### config.mk
export PLATFORM = sky130hd
export DESIGN_NAME = btoq_cell
export DESIGN_NICKNAME = d
export VERILOG_FILES = /design/src/rtl/box_table_overlap_query_defines.svh /design/src/rtl/btoq_pkg.sv /design/src/rtl/btoq_cell.sv
export SDC_FILE = /design/constraint.sdc
export NUM_CORES = 1
export LEC_CHECK = 0
export BUFFER_PORTS_ARGS = -buffer_cell sky130_fd_sc_hd__buf_2
export CORE_ASPECT_RATIO = 0.6
export CORE_MARGIN = 1
export CORE_UTILIZATION = 35
export DETAILED_ROUTE_END_ITERATION = 10
export HOLD_SLACK_MARGIN = 0.02
export PLACE_DENSITY = 0.68
export SYNTH_ARGS = -nofsm -noshare
export SYNTH_HDL_FRONTEND = slang
export SYNTH_SLANG_ARGS = --single-unit
### constraint.sdc
create_clock -name clk -period 2.8 [get_ports clk]
set_input_delay 0.14 -clock clk [delete_from_list [all_inputs] [get_ports clk]]
set_output_delay 0.14 -clock clk [all_outputs]
set_load 0.005 [all_outputs]
### src/rtl/box_table_overlap_query_defines.svh
// Assertion macros for the box table overlap query block.
// Used by the top level; needs nothing else.
`ifndef BOX_TABLE_OVERLAP_QUERY_DEFINES_SVH
`define BOX_TABLE_OVERLAP_QUERY_DEFINES_SVH

// Check that a condition implies another in the same cycle.
`define BTOQ_ASSERT_SAME(label, clk, rst_n, ante, cons) \
    label: assert property (@(posedge clk) disable iff (!rst_n) (ante) |-> (cons)) \
        else $error("btoq: same-cycle check failed");

// Check that a condition implies another in the next cycle.
`define BTOQ_ASSERT_NEXT(label, clk, rst_n, ante, cons) \
    label: assert property (@(posedge clk) disable iff (!rst_n) (ante) |=> (cons)) \
        else $error("btoq: next-cycle check failed");

`endif

### src/rtl/btoq_pkg.sv
// Shared types, constants and compare function for the box table overlap query.
// No dependencies.
package btoq_pkg;

    localparam int TABLE_DEPTH = 64;
    localparam int COORD_BITS  = 16;
    localparam int INDEX_BITS  = 6;
    localparam int COUNT_BITS  = 7;

    // Input tdata layout, lowest field first
    localparam int INDEX_LSB    = 0;
    localparam int LEFT_LSB     = INDEX_LSB + INDEX_BITS;
    localparam int TOP_LSB      = LEFT_LSB + COORD_BITS;
    localparam int RIGHT_LSB    = TOP_LSB + COORD_BITS;
    localparam int BOTTOM_LSB   = RIGHT_LSB + COORD_BITS;
    localparam int S_FIELD_BITS = BOTTOM_LSB + COORD_BITS;
    localparam int S_TDATA_BITS = ((S_FIELD_BITS + 7) / 8) * 8;
    localparam int M_TDATA_BITS = 8;

    // Operation codes carried in tuser
    localparam logic OP_WRITE = 1'b0;
    localparam logic OP_QUERY = 1'b1;

    typedef logic signed [COORD_BITS-1:0] coord_t;

    typedef struct packed {
        logic signed [COORD_BITS-1:0] left;
        logic signed [COORD_BITS-1:0] top;
        logic signed [COORD_BITS-1:0] right;
        logic signed [COORD_BITS-1:0] bottom;
    } box_t;

    // Table write broadcast to every cell
    typedef struct packed {
        logic                  en;
        logic [INDEX_BITS-1:0] index;
        box_t                  box;
    } wr_t;

    // Query item moving down the cell chain
    typedef struct packed {
        logic                  valid;
        logic                  found;
        logic [COUNT_BITS-1:0] remaining;
        box_t                  box;
    } scan_t;

    typedef enum logic [1:0] {
        ST_IDLE,
        ST_SCAN,
        ST_HOLD
    } state_t;

    // One axis of the overlap test; query ends q0/q1, stored ends s0/s1
    function automatic logic axis_pass(
        input logic signed [COORD_BITS-1:0] q0,
        input logic signed [COORD_BITS-1:0] q1,
        input logic signed [COORD_BITS-1:0] s0,
        input logic signed [COORD_BITS-1:0] s1
    );
        axis_pass = (q0 >= s0 && q0 <= s1) || (s0 >= q0 && s0 <= q1) ||
                    (q1 >= s1 && q1 <= s0) || (s1 >= q1 && s1 <= q0);
    endfunction

endpackage

### src/rtl/btoq_cell.sv
// One cell of the box chain: holds one table entry and tests a passing query.
// Depends on btoq_pkg.
module btoq_cell
(
    input  logic                             clk,
    input  logic                             rst_n,
    input  logic [btoq_pkg::INDEX_BITS-1:0]  position,
    input  btoq_pkg::wr_t                    wr,
    input  btoq_pkg::scan_t                  scan_in,
    output btoq_pkg::scan_t                  scan_out
);
    import btoq_pkg::*;

    box_t  box_reg;
    scan_t scan_reg;
    scan_t scan_next;
    logic  hit;

    // Store the entry when the write targets this cell
    always_ff @(posedge clk)
    begin
        if (wr.en && wr.index == position)
        begin
            box_reg <= wr.box;
        end
    end

    // Test the incoming query against the stored box, count down entries in use
    always_comb
    begin
        hit = axis_pass(scan_in.box.left, scan_in.box.right, box_reg.left, box_reg.right) &&
              axis_pass(scan_in.box.top, scan_in.box.bottom, box_reg.top, box_reg.bottom);
        scan_next = scan_in;
        if (scan_in.remaining != '0)
        begin
            scan_next.found     = scan_in.found | hit;
            scan_next.remaining = scan_in.remaining - COUNT_BITS'(1);
        end
    end

    // Advance the query to the next cell
    always_ff @(posedge clk or negedge rst_n)
    begin
        if (!rst_n)
        begin
            scan_reg <= '0;
        end
        else
        begin
            scan_reg <= scan_next;
        end
    end

    assign scan_out = scan_reg;

endmodule

# ---- Word level (Yosys, flattened, before mapping)
# Cells that the tools add are included.
dict set report totals {
  regBits 137
  in_bits 152
  output_inout_bits 73
  word_cells 48
}
dict set report classes {
  mux 1
  magnitude_cmp 16
  bitwise_logic 1
  reduce_logical 17
  n_eq_ne 1
  addsub 1
}
# cell n
set ops {}
lappend ops {{>= comparator 16 bit} 8}
lappend ops {{less-or-equal comparator 16 bit} 8}
lappend ops {{logical AND 1 bit} 10}
lappend ops {{two-way mux 8 bit} 1}
lappend ops {{nonzero test 7 bit} 1}
lappend ops {{subtractor 7 x 1 -> 7 bit, second input constant} 1}
lappend ops {{equality test 6 bit} 1}
lappend ops {{logical OR 1 bit} 6}
lappend ops {{OR 1 bit} 1}

# ---- Logic depth before layout (Yosys ltp)
# Gate-level depths: netlist of run 1.
dict set report logic_depth {
  word_depth 8
  depth_mapped 10
  ltp_nobuf 10
}

# ---- Worst setup path before layout of run 1
# No wires, ideal clock.
dict set report synth_timing {
  kind {input to register}
  start {input port position[3] in the netlist's numbering}
  end {register box_reg[0] in the netlist's numbering, enable pin}
  required_ns 2.156
  cell_stages 2
  setup_time_ns 0.644
  arrival_time_ns 6.478
  setup_slack_ns -4.322
  n_path_buf 0
  cell_sequence {xor2_1 > nor4_1}
}
dict set report synth_between {
  elab_chain_len 2
}
# element line
set synth_lines {}
lappend synth_lines {{from (decl)} btoq_cell.sv:7} ;# input logic [btoq_pkg::INDEX_BITS-1:0] position,
lappend synth_lines {{equality test 6 bit} btoq_cell.sv:22} ;# if (wr.en && wr.index == position)
lappend synth_lines {{logical AND 1 bit} btoq_cell.sv:22}
lappend synth_lines {{to (signal assigned)} btoq_cell.sv:24} ;# box_reg <= wr.box;
lappend synth_lines {{to (decl)} btoq_cell.sv:14} ;# box_t box_reg;
# Every way passes these cells.
# A chain may end at the register's enable or synchronous reset.

==> summary.txt, run 1 <==
Synth
  – Synthesized-area fraction occupied by ao, oa, aoi and oai cells: around a tenth
  – Synth unique cells: 52
  – Mux cell area share after synthesis: under 10%
  – Post-Syn Nets: around 900
  – Most area-hungry cell type in the Yosys netlist: edfxtp_1
  – Flip-flop and latch count after synthesis: ~140
  – Avg Inst Size Synth: between 10 and 15 µm²
  – Synth Area in Simple Gates: around 8.3%
  – Seq/Total Area, Yosys: between 50 and 60%
  – Largest family of logic cells by synthesized area: adder cells
  – Synthesized cell area: 7280 µm²
  – Main synth FF type: dfrtp_1
  – Post-Synth XOR/XNOR Area: under 10%
  – Synthesis Warnings: 0
  – Adder-cell share of the synthesized area: approximately 22%
  – Async set or reset register ratio after synthesis: 53.3%
  – Largest cells by area after synthesis: edfxtp_1 (26%), dfrtp_1 (25%), ha_1 (22%)
  – Area share of the largest cell type after synthesis: roughly a quarter
  – Gate Count Post-Synth: approximately 620
  – Number of flops mapped to enable cells by yosys: 64

STA
  – Setup violations, final: 0
  – Sum Neg Setup Slack: 0 ns
  – Max-Slew Margin vs Limit: a little over a third
  – Hold Slack: ~0.047 ns
  – RSZ-0062 raised after global routing: false
  – Fmax: around 0.37 GHz
  – Final Critical Period: 2.68 ns
  – Setup skew after layout: between 0.005 and 0.006 ns
  – Slew Limit Fails: 0
  – Tcrit/Tclk final: between 90% and 100%
  – Final hold violations: 0
  – Worst slew pin tran: roughly 0.97 ns

Clock tree
  – TritonCTS clock tree: done
  – Clk buf depth: 2
  – Clock Sinks: 137
  – Clk Latency, worst-skew pair: between 0.4 and 0.5 ns
  – CTS Buf Count: 17
  – Number of setup buffers added after CTS: 0
  – Clock-pin slew on the worst setup and hold paths: roughly 0.060 ns
  – Root Buffer: clkbuf_16
  – H-tree depth: 4

Drt
  – DR iter-0 viols: approximately 450
  – Detailed Routing Iterations Pass 1: 7
  – Final wirelength: approximately 22 mm
  – Total number of vias: between 6000 and 7000
  – Residual DRC: 0
  – Final ANT Viol Nets: 0
  – Vias per cell: between 4 and 5
  – Wire per inst: approximately 17 µm

Global route
  – Largest net degree at the start of global routing: 74
  – First-pass GRT wire length: 33.3 mm
  – Total GRT Usage: 21.0%
  – GRT Residual Overflow: 0
  – Vias in the first global route: slightly above 6000
  – Initial antenna violation count: 0

Floorplan
  – Initial core utilization: between 30% and 40%
  – Die ar.: between 20000 and 25000 µm²
  – Die width: 188 µm
  – Ports: 225
  – CORE AREA: 20200 µm²
  – Row count: 40
  – Chip Height: approximately 110 µm

Final layout
  – Fin area: 10800 µm²
  – Multi-input gate area: around 3200 µm²
  – Layout area overhead: 47.9%
  – Largest register FFs: 73
  – Reg area: ~3700 µm²
  – Ant. Diodes: 0
  – Layout net count: between 1000 and 1500
  – Fillers: around 1700
  – Share of cells above drive strength 1: 26.9%
  – Post-Layout Cell Count: between 1000 and 1500

Placed design
  – DP HPWL: about 16 mm
  – Placed inst area: 8820 µm²
  – Port buffer count: between 200 and 250
  – Placed Instances: ~1100
  – GPL Wtd Cong: between 0.9 and 1

Pwr
  – Max VDD drop: between 0.4 and 0.5 mV
  – Power per Cell Area: roughly 480 nW/µm²
  – P_leak: ~5.3 nW

Setup path
  – Buf/Inv on CP: 2
  – CP Class: input pin to flop
  – Crit-path max cell delay: 0.56 ns
  – CP required: 3.10 ns
  – CP Launch Type: input pin
  – Crit path max-delay family: simple AND/OR/NAND/NOR gates
  – Worst Path Arrival: 2.98 ns
  – CP Capture Type: flop
  – CP cell instances: dlygate4sd3_1 > buf_2 > ha_1 > nand4_1 > or4_4 > a21o_1 > o211ai_2 > mux2i_2 > a21oi_1 > nor4_1 > o21bai_1
  – CP max stage cell: or4_4
  – Crit path max fanout: 3

Outcome
  – Status: completed

Job
  – Max cap viols: 0

Hold path
  – HP Class: input pin to flop
metal layers:
metal,vias up,track usage (%),wire length (µm)
met5,-,0,0
met1,2836,32.2,11400
met4,0,5.37,192
met2,240,28.8,8500
met3,16,5.20,1680
li1,2989,-,-
worst reg2reg max path, delay by kind of cell, from the launching register on:
family | cells | cell delay [ns]
AND/OR/NAND/NOR | 3 | 1.11
AO/OA/AOI/OAI | 4 | 0.47
flip-flops | 1 | 0.36
adder cells (fa/ha/maj) | 1 | 0.29
multiplexers | 1 | 0.26
buffers and inverters | 1 | 0.05
report_power, final:
| part | internal, W | total, W | switching, W |
|---|---|---|---|
| Sequential | 0.00218 | 0.00220 | 0.0000202 |
| Combinational | 0.000384 | 0.000743 | 0.000359 |
| Clock | 0.00129 | 0.00217 | 0.000886 |
per-stage QoR:
stage               util [%]  power [W]  setup slack [ns]
floorplan                  -    0.00250           -0.0998
global placement        43.7    0.00281             0.105
detailed placement      43.7    0.00282            0.0711
CTS                     53.3    0.00516            0.0658
global route            53.4    0.00533            0.0253
finish                  53.4    0.00512             0.123
cells by family (layout without fill, tap and decap cells):
kind of cell	after synthesis	after routing
compound gates	110	110
xor+xnor	11	11
fa+ha+maj	130	130
buf+inv	109	503
flops	137	137
mux	8	8
simple gates	116	116
Yosys cell counts (2+ instances only):
cell	instances
a2111oi_0	2
a211o_1	2
a211oi_1	3
a21boi_0	3
a21o_1	16
a21oi_1	46
a31oi_1	2
dfrtp_1	73
edfxtp_1	64
ha_1	130
inv_1	108
mux2i_1	7
nand2_1	31
nand2b_1	3
nand3_1	9
nand4_1	24
nor2_1	23
nor2b_1	4
nor3_1	4
nor4_1	8
o2111ai_1	2
o211a_1	2
o211ai_1	6
o21ai_0	11
o21bai_1	2
xnor2_1	7
xor2_1	4
cells in the final DEF (no fill, tap or decap), drive strengths merged, types with 3 or more instances in the layout:
cell / count
mux2i: 7
ha: 130
a211oi: 3
nand2: 31
nor2b: 4
clkinv: 3
nor2: 23
clkinvlp: 5
o21ai: 11
o211ai: 7
nand4: 25
buf: 229
xor2: 4
nor4: 9
nand2b: 3
a21o: 17
clkbuf: 20
nand3: 9
dfrtp: 73
inv: 109
dlygate4sd3: 136
a21boi: 3
xnor2: 7
a21oi: 46
edfxtp: 64
nor3: 4
worst paths after layout:
| path | slack (ns) | startpoint | cells after the start | to |
|---|---|---|---|---|
| worst max-delay path | 0.12 | scan_in[11] | 11 | scan_out[71] |
| worst min-delay path | 0.05 | scan_in[67] | 3 | scan_out[67] |
| worst max register to register | 0.13 | box_reg[42] | 10 | scan_out[71] |
| worst min register to register | 1.00 | box_reg[15] | 5 | scan_out[71] |
| max in group asynchronous | 1.76 | rst_n | 2 | scan_out[7] |
| min in group asynchronous | 0.42 | rst_n | 2 | scan_out[48] |
layout make-up:
cell class                 instances  area share, %
clock buffer                      20           4.35
clock inverter                    10          0.884
inverter                         108           3.77
multi-input combinational        375           29.4
sequential                       137           34.8
tap                              273           3.17
timing repair buffer             365           23.6
what timing repair did:
action	CTS	global route
endpoints found under the setup margin	0	1
gates resized for setup	0	4
endpoints found under the hold margin	208	0
hold buffers	136	0
Power figures use the tool's default switching activity.
==> inputs of run 2 (changes only) <==
--- a/config.mk
+++ b/config.mk
@@ -5,13 +5,14 @@
 export SDC_FILE = /design/constraint.sdc
 export NUM_CORES = 1
 export LEC_CHECK = 0
-export BUFFER_PORTS_ARGS = -buffer_cell sky130_fd_sc_hd__buf_2
 export CORE_ASPECT_RATIO = 0.6
 export CORE_MARGIN = 1
 export CORE_UTILIZATION = 35
 export DETAILED_ROUTE_END_ITERATION = 10
+export DONT_BUFFER_PORTS = 1
 export HOLD_SLACK_MARGIN = 0.02
-export PLACE_DENSITY = 0.68
+export PLACE_DENSITY = 0.59
+export REMOVE_ABC_BUFFERS = 1
 export SYNTH_ARGS = -nofsm -noshare
 export SYNTH_HDL_FRONTEND = slang
 export SYNTH_SLANG_ARGS = --single-unit
==> run 2 against run 1 <==
Compared with the run above: sequential power about the same; hold slack better by 0.17 ns; clock power barely moved; first-iteration DRC count down 23%; critical path depth is 2 lower; total power decreased by 3.2%; count of clock-buffer cells in the layout is 1 lower; fmax is 0.63% lower; worst setup slack worse by 0.017 ns; non-clock buffer count is 216 lower; combinational power down 24%; die area stayed put; highest routed layer unchanged.
==> summary.txt, run 2 (synthesis gave the netlist of run 1 again) <==
Drt
  – Met1 WL: about 10 mm
  – Final ANT Viol Nets: 0
  – Top layer in use: met4
  – Total number of vias: 5427
  – Wire per inst: around 20 µm
  – Final wirelength: between 20 and 25 mm
  – Residual DRC: 0
  – Detailed Routing Iterations Pass 1: 4
  – Vias per cell: 5.05
  – DR iter-0 viols: around 340
  – Met2 wire len: ~8.5 mm
  – WL met3: between 1.5 and 2 mm

Placed design
  – GPL Wtd Cong: between 0.8 and 0.9
  – Port buffer count: 0
  – DP HPWL: around 16 mm
  – Placed inst area: between 7000 and 8000 µm²

Pwr
  – Total design power: around 0.0050 W
  – P_leak: 4.44 nW
  – Max VDD drop: roughly 0.43 mV
  – Power per Cell Area: between 500 and 600 nW/µm²

STA
  – Tcrit/Tclk final: a little over nine tenths
  – Worst slew pin tran: between 0.6 and 0.7 ns
  – Fmax: 0.371 GHz
  – Final Critical Period: 2.69 ns
  – Slew Limit Fails: 0
  – Hold Slack: 0.222 ns
  – RSZ-0062 raised after global routing: true
  – Setup skew after layout: 0.0110 ns
  – Max-Slew Margin vs Limit: 56.9%
  – Setup violations, final: 0
  – Final hold violations: 0

Floorplan
  – Ports: 225
  – CORE AREA: slightly above 20000 µm²
  – Die ar.: 21400 µm²
  – Chip Height: approximately 110 µm
  – Initial core utilization: 36.1%
  – Row count: 40
  – Die width: 188 µm

Setup path
  – CP max stage cell: a2111oi_0
  – Crit path max fanout: 2
  – CP Capture Type: flop
  – CP Class: flop to flop
  – CP required: roughly 3.1 ns
  – Worst Reg2Reg Path Length in Cells: 9
  – CP cell instances: ha_1 > a21oi_1 > o21ai_0 > a2111oi_0 > o211ai_1 > a21boi_0 > o221ai_1 > a22oi_1 > o21bai_1
  – CP Launch Type: flop
  – Worst Path Arrival: approximately 3.0 ns
  – R2R Setup Slk: between 0.1 and 0.15 ns
  – Crit-path max cell delay: approximately 0.52 ns

Hold path
  – Hold depth: 2
  – HP Class: input pin to flop

Clock tree
  – Clock Sinks: 137
  – Clk Latency, worst-skew pair: between 0.4 and 0.5 ns
  – Clock-pin slew on the worst setup and hold paths: 0.07 ns
  – H-tree depth: 4
  – TritonCTS clock tree: done
  – Root Buffer: clkbuf_16
  – CTS Buf Count: 17
  – Clk buf depth: 2

Final layout
  – Fin area: ~9800 µm²
  – Ant. Diodes: 0
  – Fillers: between 1500 and 2000
  – Share of cells above drive strength 1: around 8.0%
  – Most common cell after layout, fill and taps aside: dlygate4sd3_1
  – Layout net count: ~1100
  – Layout area overhead: 34.7%
  – Commonest non-fill, non-tap cells in the layout: dlygate4sd3_1 (142), ha_1 (123), inv_1 (106), dfrtp_1 (73), edfxtp_1 (64)
  – Largest register FFs: 73

Global route
  – GRT Residual Overflow: 0
  – Initial antenna violation count: 0
  – Total GRT Usage: about a fifth
  – Largest net degree at the start of global routing: 74
  – First-pass GRT wire length: approximately 32 mm
  – Vias in the first global route: between 5000 and 6000

Outcome
  – Status: completed

Job
  – Max cap viols: 0
==> run 2: cell types whose count changed in the layout (fill, tap and decap cells not counted), moves of 3 or more <==
cell | previous run | this run
clkinv_4 | 1 | 5
ha_1 | 130 | 123
clkinvlp_4 | 5 | 0
ha_4 | 0 | 7
dlygate4sd3_1 | 136 | 142
buf_2 | 223 | 0
nor4_2 | 2 | 5
==> run 2: worst max-delay path, delay by kind of cell (launching register included) <==
family | cells | cell delay [ns]
AOI/OAI and AO/OA | 8 | 1.85
DFF | 1 | 0.40
adders and majority gates | 1 | 0.32
==> run 2: routing by layer <==
metal	up-vias	GRT usage, %
met2	216	27.8
met3	24	7.63
li1	2560	-
met5	-	0
met4	0	5.75
met1	2627	29.1
==> run 2: path summary, 6_finish.rpt <==
check	start	endpoint
worst max-delay path	box_reg[25]	scan_out[71]
worst min-delay path	scan_in[70]	scan_out[69]
worst max register to register	box_reg[25]	scan_out[71]
worst min register to register	box_reg[17]	scan_out[71]
max in group asynchronous	rst_n	scan_out[2]
min in group asynchronous	rst_n	scan_out[28]
==> run 2: power breakdown <==
group / switching, W / internal (W) / total, W
combinational: 0.000269 / 0.000293 / 0.000562
sequential: 0.0000413 / 0.00218 / 0.00222
clock: 0.000918 / 0.00125 / 0.00217
==> run 2: per-stage QoR <==
step	setup TNS (ns)	setup WS (ns)	util [%]	instances
global route	-0.0290	-0.0290	48.6	1074
CTS	0	0.00120	47.9	1071
finish	0	0.106	48.6	1074
global placement	-0.0425	-0.0425	37.9	896
floorplan	-276.61	-4.32	-	620
detailed placement	-0.126	-0.126	37.9	896
==> run 2: what timing repair did <==
action                                 in CTS  in global routing
pin swaps                                   1                  6
endpoints found under the hold margin     210                  0
cloned                                      0                  0
resized for setup                           1                 17
hold buffers                              143                  0
setup buffers                               0                  3
setup endpoints to repair                   1                  1
==> run 2: area by class of cell <==
type / instances / area (µm²) / area share, %
Timing Repair Buffer: 149 / 1490 / 15.2
Tap cell: 273 / 342 / 3.48
Inverter: 108 / 405 / 4.13
Clock inverter: 13 / 119 / 1.21
Clock buffer: 19 / 443 / 4.52
Multi-Input combinational cell: 375 / 3250 / 33.2
Sequential cell: 137 / 3750 / 38.2
